`config.mk`:
```
export PLATFORM = sky130hd
export DESIGN_NAME = k_permutation_unranker
export DESIGN_NICKNAME = d
export VERILOG_FILES = /design/src/hdl/kpu_pkg.sv /design/src/hdl/kpu_ram.sv /design/src/hdl/k_permutation_unranker.sv
export SDC_FILE = /design/constraint.sdc
export NUM_CORES = 2
export LEC_CHECK = 0
export ABC_AREA = 1
export ABC_CLOCK_PERIOD_IN_PS = 15800
export BUFFER_PORTS_ARGS = -buffer_cell sky130_fd_sc_hd__clkbuf_2
export CAP_MARGIN = 0
export CORE_MARGIN = 1
export CORE_UTILIZATION = 39
export CTS_CLUSTER_DIAMETER = 40
export CTS_CLUSTER_SIZE = 30
export DETAILED_ROUTE_END_ITERATION = 8
export MAX_ROUTING_LAYER = met4
export PLACE_DENSITY_LB_ADDON = 0.1
export SLEW_MARGIN = 40
export SYNTH_ARGS = -nofsm -noshare
export SYNTH_HDL_FRONTEND = slang
export SYNTH_HIERARCHICAL = 1
export SYNTH_SLANG_ARGS = --single-unit
```
`constraint.sdc`:
```
create_clock -name clk -period 15.8 [get_ports clk]
set_input_delay 3.16 -clock clk [delete_from_list [all_inputs] [get_ports clk]]
set_output_delay 3.16 -clock clk [all_outputs]
set_load 0.1 [all_outputs]
```
`src/hdl/kpu_pkg.sv`:
```
// kpu_pkg: types, constants and tables for the k-permutation unranker.
// No dependencies.
`default_nettype none
package kpu_pkg;

  localparam int NMax = 12;
  localparam int IdxW = 4;

  localparam logic [1:0] StElem     = 2'd0;
  localparam logic [1:0] StEmpty    = 2'd1;
  localparam logic [1:0] StRange    = 2'd2;
  localparam logic [1:0] StTooMany  = 2'd3;

  localparam logic OpLoad  = 1'b0;
  localparam logic OpQuery = 1'b1;

  localparam logic [1:0] RegSetSize = 2'd0;
  localparam logic [1:0] RegChoose  = 2'd1;
  localparam logic [1:0] RegOrdered = 2'd2;

  typedef struct packed {
    logic               operation;
    logic [3:0]         element_index;
    logic signed [31:0] element_value;
    logic [28:0]        rank;
  } in_word_t;

  typedef struct packed {
    logic signed [31:0] tuple_value;
    logic [3:0]         tuple_position;
    logic               last;
    logic [1:0]         status;
  } out_word_t;

  typedef enum logic [3:0] {
    S_IDLE, S_CHECK, S_DIV, S_CSTEP, S_CREAD, S_CWRITE,
    S_PSTEP, S_PREAD, S_SHIFT_RD, S_SHIFT_WR, S_EMIT, S_REPORT
  } state_t;

  // constant table lookups; the tables fold to constants
  function automatic logic [28:0] fact(input logic [3:0] m);
    logic [28:0] t [0:NMax];
    t[0] = 29'd1;
    for (int i = 1; i <= NMax; i++) t[i] = t[i-1] * 29'(i);
    if (m > 4'(NMax)) return 29'd0;
    return t[m];
  endfunction

  // m! / (m-r)!
  function automatic logic [28:0] falling(input logic [3:0] m, input logic [3:0] r);
    logic [28:0] t [0:NMax][0:NMax];
    for (int a = 0; a <= NMax; a++)
      for (int b = 0; b <= NMax; b++)
        if (b == 0) t[a][b] = 29'd1;
        else if (a == 0) t[a][b] = 29'd0;
        else t[a][b] = t[a-1][b-1] * 29'(a);
    if (m > 4'(NMax) || r > 4'(NMax)) return 29'd0;
    return t[m][r];
  endfunction

  function automatic logic [28:0] binom(input logic [3:0] m, input logic [3:0] r);
    logic [28:0] t [0:12][0:12];
    for (int a = 0; a <= 12; a++)
      for (int b = 0; b <= 12; b++)
        if (b == 0) t[a][b] = 29'd1;
        else if (a == 0) t[a][b] = 29'd0;
        else t[a][b] = t[a-1][b-1] + t[a-1][b];
    if (m > 4'd12 || r > 4'd12) return 29'd0;
    return t[m][r];
  endfunction

endpackage
`default_nettype wire

```
`src/hdl/kpu_ram.sv`:
```
// kpu_ram: generic single-port-write, single-read RAM with registered read.
// No dependencies.
`default_nettype none
module kpu_ram #(
  parameter int Width = 32,
  parameter int Depth = 12
) (
  input  wire logic                     clk,
  input  wire logic                     we,
  input  wire logic [$clog2(Depth)-1:0] waddr,
  input  wire logic [Width-1:0]         wdata,
  input  wire logic [$clog2(Depth)-1:0] raddr,
  output logic      [Width-1:0]         rdata
);
  logic [Width-1:0] mem [Depth];

  always_ff @(posedge clk) begin
    if (we) mem[waddr] <= wdata;
    rdata <= mem[raddr];
  end
endmodule
`default_nettype wire

```
`src/hdl/k_permutation_unranker.sv`:
```
// k_permutation_unranker: top level, store and sequencer for the unranker.
// Uses kpu_pkg and kpu_ram.
//
// channel | dir | handshake       | word
// in      | in  | in_valid/stall  | in_word_t
// out     | out | out_valid/stall | out_word_t
// cfg     | in  | APB             | set_size, choose_count, ordered_mode
// A query runs a check state, a restoring divide of the rank by k! (by 1 when
// unordered), the combination walk and, per output word, a digit search, a pool
// read, the emit and a pool shift. Error and empty-tuple queries go from the check
// state straight to a report.
// Reset clears store via valid bits; state machine returns to idle.
// A stalled output holds; no new item is taken until the query is done.
`default_nettype none
module k_permutation_unranker (
  input  wire logic              clk,
  input  wire logic              rst,
  input  wire logic              in_valid,
  output logic                   in_stall,
  input  wire kpu_pkg::in_word_t in_data,
  output logic                   out_valid,
  input  wire logic              out_stall,
  output kpu_pkg::out_word_t     out_data,
  input  wire logic              psel,
  input  wire logic              penable,
  input  wire logic              pwrite,
  input  wire logic [3:0]        paddr,
  input  wire logic [31:0]       pwdata,
  output logic [31:0]            prdata,
  output logic                   pready
);
  import kpu_pkg::*;

  logic [3:0] set_size, choose_count;
  logic       ordered_mode;
  logic [NMax-1:0] store_vld;

  state_t state, state_next;
  logic [3:0]  n, k, n_next, k_next;
  logic [28:0] rank, rank_next;      // remainder / prank during walk
  logic [28:0] quo, quo_next;
  logic [28:0] divisor, divisor_next;
  logic [4:0]  cnt, cnt_next;
  logic [3:0]  j, j_next, t, t_next, m, m_next, q, q_next, gi, gi_next;
  logic [28:0] s, s_next;
  logic [1:0]  rstat, rstat_next;
  logic        ord, ord_next;
  logic        busy_out;
  out_word_t   obuf;

  // element store
  logic        e_we;
  logic [3:0]  e_waddr, e_raddr;
  logic [31:0] e_rdata;
  logic [3:0]  e_raddr_q;
  // chosen values / pool
  logic        c_we;
  logic [3:0]  c_waddr, c_raddr;
  logic [31:0] c_wdata, c_rdata;
  logic [31:0] hold, hold_next;

  kpu_ram #(.Width(32), .Depth(NMax)) u_store (
    .clk, .we(e_we), .waddr(e_waddr), .wdata(in_data.element_value),
    .raddr(e_raddr), .rdata(e_rdata));
  kpu_ram #(.Width(32), .Depth(NMax)) u_pool (
    .clk, .we(c_we), .waddr(c_waddr), .wdata(c_wdata),
    .raddr(c_raddr), .rdata(c_rdata));

  assign pready = 1'b1;
  always_comb begin
    case (paddr[3:2])
      RegSetSize: prdata = {28'd0, set_size};
      RegChoose:  prdata = {28'd0, choose_count};
      RegOrdered: prdata = {31'd0, ordered_mode};
      default:    prdata = 32'd0;
    endcase
  end

  always_ff @(posedge clk) begin
    if (rst) begin
      set_size <= 4'd0;
      choose_count <= 4'd0;
      ordered_mode <= 1'b1;
    end else if (psel && penable && pwrite) begin
      case (paddr[3:2])
        RegSetSize: set_size <= pwdata[3:0];
        RegChoose:  choose_count <= pwdata[3:0];
        RegOrdered: ordered_mode <= pwdata[0];
        default: ;
      endcase
    end
  end

  logic in_acc;
  assign in_acc = in_valid && !in_stall;
  assign in_stall = (state != S_IDLE) || out_valid;
  assign e_we = in_acc && in_data.operation == OpLoad && in_data.element_index < 4'(NMax);
  assign e_waddr = in_data.element_index;

  always_ff @(posedge clk) begin
    if (rst) store_vld <= '0;
    else if (e_we) store_vld[e_waddr] <= 1'b1;
  end

  logic [29:0] dtry;
  logic [28:0] bnt, fk, tot;
  assign bnt = binom(n - t, k - j);
  assign fk  = fact(k - j);
  assign tot = ord ? falling(n, k) : binom(n, k);

  always_comb begin
    state_next = state;
    n_next = n; k_next = k; rank_next = rank; quo_next = quo;
    divisor_next = divisor; cnt_next = cnt; j_next = j; t_next = t;
    m_next = m; q_next = q; gi_next = gi; s_next = s;
    rstat_next = rstat; ord_next = ord; hold_next = hold;
    e_raddr = 4'd0; c_we = 1'b0; c_waddr = 4'd0; c_wdata = e_rdata; c_raddr = 4'd0;
    dtry = {rank[28:0], quo[28]} - {1'b0, divisor};
    busy_out = 1'b0;
    case (state)
      S_IDLE: begin
        if (in_acc && in_data.operation == OpQuery) begin
          n_next = (set_size > 4'(NMax)) ? 4'(NMax) : set_size;
          k_next = choose_count;
          ord_next = ordered_mode;
          quo_next = in_data.rank;
          state_next = S_CHECK;
        end
      end
      S_CHECK: begin
        if (k > n) begin rstat_next = StTooMany; state_next = S_REPORT; end
        else if (quo >= tot) begin rstat_next = StRange; state_next = S_REPORT; end
        else if (k == 4'd0) begin rstat_next = StEmpty; state_next = S_REPORT; end
        else begin
          divisor_next = ord ? fact(k) : 29'd1;
          rank_next = 29'd0; cnt_next = 5'd0;
          state_next = S_DIV;
        end
      end
      S_DIV: begin
        // restoring division: quo becomes crank, rank becomes prank
        if (!dtry[29]) begin
          rank_next = dtry[28:0];
          quo_next = {quo[27:0], 1'b1};
        end else begin
          rank_next = {rank[27:0], quo[28]};
          quo_next = {quo[27:0], 1'b0};
        end
        cnt_next = cnt + 5'd1;
        if (cnt == 5'd28) begin
          j_next = 4'd1; t_next = 4'd1; s_next = 29'd0;
          state_next = S_CSTEP;
        end
      end
      S_CSTEP: begin
        if (t < n - k + j && s + bnt <= quo) begin
          s_next = s + bnt;
          t_next = t + 4'd1;
        end else begin
          e_raddr = t - 4'd1;
          state_next = S_CREAD;
        end
      end
      S_CREAD: begin
        c_we = 1'b1; c_waddr = j - 4'd1;
        c_wdata = store_vld[e_raddr_q] ? e_rdata : 32'd0;
        if (j == k) begin
          j_next = 4'd1; m_next = k; gi_next = 4'd0;
          state_next = S_PSTEP;
        end else begin
          j_next = j + 4'd1; t_next = t + 4'd1;
          state_next = S_CSTEP;
        end
      end
      S_PSTEP: begin
        // digit by repeated subtraction of (k-j)!, capped at m-1
        if (rank >= fk && gi < m - 4'd1) begin
          rank_next = rank - fk;
          gi_next = gi + 4'd1;
        end else begin
          c_raddr = gi;
          state_next = S_PREAD;
        end
      end
      S_PREAD: begin
        hold_next = c_rdata;
        q_next = gi;
        state_next = S_EMIT;
      end
      S_EMIT: begin
        busy_out = 1'b1;
        if (j == k) state_next = S_IDLE;
        else begin
          c_raddr = q + 4'd1;
          state_next = (q + 4'd1 < m) ? S_SHIFT_RD : S_CWRITE;
        end
      end
      S_SHIFT_RD: begin
        c_we = 1'b1; c_waddr = q; c_wdata = c_rdata;
        q_next = q + 4'd1;
        c_raddr = q + 4'd2;
        if (q + 4'd2 >= m) state_next = S_CWRITE;
      end
      S_CWRITE: begin
        m_next = m - 4'd1; j_next = j + 4'd1; gi_next = 4'd0;
        state_next = S_PSTEP;
      end
      S_REPORT: begin
        busy_out = 1'b1;
        state_next = S_IDLE;
      end
      default: state_next = S_IDLE;
    endcase
    if ((state == S_EMIT || state == S_REPORT) && out_valid) begin
      state_next = state; busy_out = 1'b0;
      c_we = 1'b0;
    end
  end

  always_ff @(posedge clk) begin
    if (rst) state <= S_IDLE;
    else state <= state_next;
    n <= n_next; k <= k_next; rank <= rank_next; quo <= quo_next;
    divisor <= divisor_next; cnt <= cnt_next; j <= j_next; t <= t_next;
    m <= m_next; q <= q_next; gi <= gi_next; s <= s_next;
    rstat <= rstat_next; ord <= ord_next; hold <= hold_next;
    e_raddr_q <= e_raddr;
  end

  always_ff @(posedge clk) begin
    if (rst) out_valid <= 1'b0;
    else if (busy_out) out_valid <= 1'b1;
    else if (!out_stall) out_valid <= 1'b0;
  end

  always_ff @(posedge clk) begin
    if (busy_out) begin
      if (state == S_REPORT) obuf <= '{tuple_value: 32'sd0, tuple_position: 4'd0,
                                        last: 1'b1, status: rstat};
      else obuf <= '{tuple_value: hold, tuple_position: j - 4'd1,
                     last: (j == k), status: StElem};
    end
  end
  assign out_data = obuf;

  a_no_accept_busy: assert property (@(posedge clk) disable iff (rst)
    state != S_IDLE |-> in_stall) else $error("input taken while busy");
  a_out_hold: assert property (@(posedge clk) disable iff (rst)
    out_valid && out_stall |=> out_valid && $stable(out_data)) else $error("output dropped");
  a_div_len: assert property (@(posedge clk) disable iff (rst)
    state == S_DIV |-> cnt <= 5'd28) else $error("divider overran");
endmodule
`default_nettype wire

```
# Word level (Yosys, flattened, before mapping)
# Memories as Yosys holds them, arrays and structs flattened. A register that Yosys moved wholly into a read port is not among the register bits.
# Index checks and enable logic that the tools add are counted.
[totals]
reg_bits = 224
ram_bits = 768
romBits = 19024
inputBits = 109
out_inout_bits = 74
wordCells = 248
n_memories = 7
[classes]
n_addsub = 16
magnitude_cmp = 21
eq_ne = 27
mux = 93
n_bitwise = 10
n_reduce_logical = 48
[mem_list]
columns = ["memory", "depth", "width", "read_ports", "rd_ports_with_merged_regs", "write_ports", "line", "rtl"]
rows = [
  ["(no name shown)", 16, 377, 1, 0, 0, "kpu_pkg.sv:69", "return t[m][r];"],
  ["(no name shown)", 16, 377, 1, 0, 0, "kpu_pkg.sv:69", ""],
  ["(no name shown)", 16, 377, 1, 0, 0, "kpu_pkg.sv:58", "return t[m][r];"],
  ["(no name shown)", 16, 29, 1, 0, 0, "kpu_pkg.sv:46", "return t[m];"],
  ["(no name shown)", 16, 29, 1, 1, 0, "kpu_pkg.sv:46", ""],
  ["u_pool.mem", 12, 32, 1, 1, 1, "kpu_ram.sv:15", "logic [Width-1:0] mem [Depth];"],
  ["+1 memories", "--", "--", "--", "--", "--", "--", ""],
]
[ops]
columns = ["op", "n"]
rows = [
  ["$mux W377", 6],
  ["$mux W29", 24],
  ["$bmux W29 S4", 3],
  ["$pmux W29 S2", 2],
  ["$pmux W29 S3", 1],
  ["$mux W4", 21],
  ["$pmux W32 S2", 1],
  ["$pmux W4 S3", 5],
  ["$ge A29 B29 Y1", 2],
  ["$pmux W4 S10", 1],
  ["$mux W32", 1],
  ["$sub A30 B29 Y30", 1],
  ["$add A29 B29 Y29", 1],
  ["$le A29 B29 Y1", 1],
  ["$sub A29 B29 Y29", 1],
  ["$ne A2 B2 Y1 const B", 12],
  ["$pmux W4 S2", 3],
  ["$ge A5 B5 Y1 const B", 4],
  ["$gt A4 B4 Y1 const B", 5],
  ["$not A4 Y5", 4],
  ["$mux W1", 17],
  ["$add A4 B1 Y4 const B", 4],
  ["$eq A4 B3 Y1 const B", 4],
  ["$reduce_and A2 Y1", 8],
  ["40 further kinds", 83],
]

# Longest topological paths before layout
[logic_depth]
word_depth = 14
mapped_depth = 52
ltp_nobuf = 49

# Modules after synthesis
# The synthesis kept the hierarchy.
[modules_own_cells]
columns = ["mod", "instances", "cells_each", "area_per_inst_um2", "seq_area_each_um2"]
rows = [
  ["kpu_ram", 2, 1481, 16747.3, 12171.7],
  ["k_permutation_unranker", 1, 2949, 20946.3, 7056.8],
]

# Least setup slack after synthesis
# Ideal clock, no wire load.
[synth_path]
kind = "input to output"
startpoint = "input port paddr[2]"
endpoint = "output port prdata[1]"
arrival_time_ns = 5.495
t_required_ns = 12.640
setup_slack_ns = 7.145
path_stages = 3
n_path_buf = 0
cell_sequence = "nor2_1 -> inv_1 -> o21ai_0"
[synth_via]
elab_chain_len = 2
elab_cells_between_ends = 4
classes_between = "2 x eq/ne; 1 x mux; 1 x reduce/logical"
[synth_lines]
columns = ["element", "line", "rtl"]
rows = [
  ["start: declaration", "k_permutation_unranker.sv:27", "input wire logic [3:0] paddr,"],
  ["$eq A2 B2 Y1, or another cell as far along", "k_permutation_unranker.sv:71", "case (paddr[3:2])"],
  ["$pmux W4 S3 (*)", "k_permutation_unranker.sv:71", ""],
  ["end: declaration", "k_permutation_unranker.sv:29", "output logic [31:0] prdata,"],
]
# Mark *: on every way between the ends. The rest lies on a longest branch, timed or not.

# Worst setup path after layout
[layout_path]
startpoint = "register k[0]"
endpoint = "register u_store.rdata[21], read port of u_store.mem"
[layout_via]
elab_chain_len = 11
elab_cells_between_ends = 17
classes_between = "4 x add/sub; 3 x order compare; 7 x mux; 1 x bitwise; 2 x reduce/logical"
[layout_lines]
columns = ["element", "line", "rtl"]
rows = [
  ["start: declaration", "k_permutation_unranker.sv:39", "logic [3:0] n, k, n_next, k_next;"],
  ["start signal: assignment", "k_permutation_unranker.sv:223", "n <= n_next; k <= k_next; rank <= rank_next; quo <= quo_next;"],
  ["$sub A4 B4 Y4", "k_permutation_unranker.sv:107", "assign bnt = binom(n - t, k - j);"],
  ["$not A4 Y5 (not written as such)", "kpu_pkg.sv:69", ""],
  ["$bmux W29 S4", "kpu_pkg.sv:69", ""],
  ["$mux W29 (not written as such) (2 in a row)", "kpu_pkg.sv:69", ""],
  ["$mux W29", "kpu_pkg.sv:69", ""],
  ["$add A29 B29 Y29", "k_permutation_unranker.sv:156", "if (t < n - k + j && s + bnt <= quo) begin"],
  ["$le A29 B29 Y1", "k_permutation_unranker.sv:156", ""],
  ["$logic_and A1 B1 Y1 (*)", "k_permutation_unranker.sv:156", ""],
  ["$mux W4 (*)", "k_permutation_unranker.sv:156", ""],
  ["$mux W4 (*)", "k_permutation_unranker.sv:120", "case (state)"],
  ["via e_raddr[1]", "k_permutation_unranker.sv:53", "logic [3:0] e_waddr, e_raddr;"],
  ["end: declaration", "kpu_ram.sv:13", "output logic [Width-1:0] rdata"],
]
# The timed path passes the listed nets; every way through them passes the cells marked *. The select of a mux whose other input is x is not followed.
# A chain may end at the register's enable or synchronous reset.

==> impl_metrics.yaml <==
status:
  status: "completed"
placed_design:
  dp_hpwl_um: 96160
  io_buffers: 123
  dpl_worst_slack_ps: 5322
  routabilityCongestion: 0.9531
timing:
  setup-violations-final: 0
  tightestPinTransition_ps: 1008
  setup_ws_ps: 5148
  rsz0062_at_grt: "false"
  min_period_ps: 10650
  fmax_ghz: 0.09388
  skew_ps: 63.89
  hold_viol: 0
  period_share_pct: 67.42
  timing.slew.headroom_pct: 32.79
  tns_ps: 0
  finalMaxSlewViolations: 0
route:
  route.detailed.drc: 0
  dr.pass1.iters: 5
  routed_wl_um: 157200
  first_iter_violations: 2910
  drt-vias-per-instance: 4.957
  vias: 39960
  avgRoutedWirePerCell_um: 19.50
  final_antenna_net_count: 0
global_routing:
  grt_pass1_wl_um: 236300
  antenna_found_initial: 13
  grt_pass1_vias: 37740
  grtUsageTotal_pct: 22.88
  grt_max_degree: 168
  gr-total-overflow: 0
clock_tree:
  cts-root-buf: "clkbuf_16"
  cts_buffer_depth: 3
  htreeDepth: 4
  clk_pin_slew_ps: 60
  cts_hold_buf: 0
  cts.sinks: 1077
  cts.repair.resized: 0
  cts_tree: "built"
  cts_setup_buffers: 0
  clkLatencyLatePin_ps: 790
  cts_buffers: 168
floorplan:
  dieHeight_um: 375.6
  io_pins: 183
  die-area_sq_um: 141100
  core-area_sq_um: 138000
  die_w_um: 375.6
  initial_core_util_pct: 39.45
  rows: 136
logic_synthesis:
  synth-seq-cells: 1077
  synth_edf_count: 983
  netlist_top_cells_area: "edfxtp_1 54%, nand2_1 10%, inv_1 6.0%, nand3_1 5.1%, ha_1 4.2%"
  seq_area_frac_synth_pct: 57.68
  synth_common_cells: "1461 x nand2_1, 983 x edfxtp_1, 869 x inv_1, 554 x nand3_1, 511 x nor2_1"
  async_reset_ff_share_pct: 0
  avgSynthCellArea_sq_um: 9.210
  synth_cell_types: 60
  yosys_warnings: 6
  synth_area_sq_um: 54440
  synth_top_area_share_pct: 54.22
  synth.most_common_cell: "nand2_1"
  synth_top_area_cell: "edfxtp_1"
  synth_ff_type: "edfxtp_1"
  netlist_instances: 5911
setup_path:
  r2r_end: "u_store/rdata[21]"
  cp_data_required_time_ps: 16340
  critPathCaptureType: "flip-flop"
  slowest_delay_ps: 990
  cpMostUsedCell: "nand2_1"
  worstSetupStartpointType: "flip-flop"
  rr_startpoint: "k[0]"
  cp.arrival_ps: 11200
  critPathLaunch: "k[0]"
  crit_fanout: 58
  cpMaxStageDelayCell: "fa_1"
  r2r_slack_ps: 5150
  worstSetupPathType: "flip-flop to flip-flop"
  reg2regPathDepth: 39
power:
  powerDensity_nw_per_um2: 162.2
  peakVddDrop_mv: 0.1000
  p_total_mw: 10.19
  p_leak_nw: 26.40
worst_hold_path:
  min_path_type: "flip-flop to flip-flop"
  hold_end: "hold[26]"
  min_from: "u_pool/rdata[26]"
  hold_depth: 0
layout:
  fin_nets: 6345
  final_util_pct: 45.51
  area_growth_pct: 15.37
  drive_gt1_share_pct: 9.210
run:
  drv_cap: 0
-- power by group --
| part | switching, mW | internal, mW | total (mW) |
|---|---|---|---|
| combinational | 1.95 | 0.772 | 2.73 |
| sequential | 0.141 | 3.51 | 3.66 |
| clock | 1.42 | 2.38 | 3.81 |
-- metrics by stage --
stage	instances	hold WS (ps)	cell area (sq um)
finish	8062	427.7	62810
global route	8062	442.3	62810
CTS	8052	430.3	62770
detailed placement	7737	415.4	56830
global placement	7737	418.8	56810
floorplan	5938	408.6	54540
-- registers in the layout (all words and copies together) (netlist names), 5 cells and up --
signal	count
hold	32
s	29
u_pool/mem	384
u_store/rdata	32
rank	29
cnt	5
u_store/mem	384
quo	29
store_vld	12
divisor	21
u_pool/rdata	32
out_data	39
-- routing by layer --
layer	GRT usage, %	vias up	routed length (um)
li1	-	19870	-
met1	32.02	18900	75730
met2	33.97	973	69400
met3	4.479	215	9046
met4	5.799	0	3057
met5	-	-	0
-- worst max path at each step --
stage | to | slack, ps
floorplan | prdata[1] | 7150
global placement | u_store/rdata[21] | 5290
detailed placement | u_store/rdata[21] | 5320
CTS | u_store/rdata[21] | 5270
global route | u_store/rdata[21] | 4370
finish | u_store/rdata[21] | 5150
-- critical path: cells and delay by family, from the launching register on --
family | cells | cell delay [ps]
adders and majority gates | 4 | 1770
buffers and inverters | 8 | 3090
DFF | 1 | 350
xor gates and xnor gates | 1 | 230
AOI/OAI and AO/OA | 1 | 620
and+or+nand+nor | 25 | 4240
-- logic make-up (layout without fill, tap and decap cells) --
group,after synthesis,in the layout,synth area share [%]
AO/OA/AOI/OAI,792,792,7.851
other,2,39,0.01379
flip-flops,1077,1077,57.68
XOR/XNOR,63,63,1.014
buffers and inverters,1139,1390,8.881
AND/OR/NAND/NOR,2646,2646,20.04
adder cells (fa/ha/maj),192,192,4.523
-- layout by cell type, fill, tap and decap left out, drive strengths merged, types with 4 or more instances in the layout --
cell,count
inv,900
o211ai,17
nand4,35
fa,8
a31oi,13
clkinvlp,17
buf,73
nor2,516
o21bai,15
o21ai,429
or2,11
dfxtp,94
nand3b,6
ha,184
nand2,1468
o311ai,4
nand3,556
edfxtp,983
clkbuf,322
xor2,33
bufinv,19
o2111ai,7
conb,29
nor4,5
o31ai,6
nor3,38
a21oi,245
and2,5
diode,10
a21o,14
clkinv,59
o21a,14
xnor2,30
o22ai,10
-- final cells by class --
| type | instances | area [sq um] |
|---|---|---|
| clock buffers | 199 | 4492 |
| inverters | 879 | 3313 |
| multi-input cells | 3722 | 18620 |
| repair buffers | 196 | 1187 |
| fillers | 13150 | 75190 |
| diodes | 10 | 25.02 |
| flip-flops and latches | 1077 | 31400 |
| clock inverters | 116 | 1445 |
| well taps | 1863 | 2331 |
No activity file was read; power rests on OpenSTA's default activity.
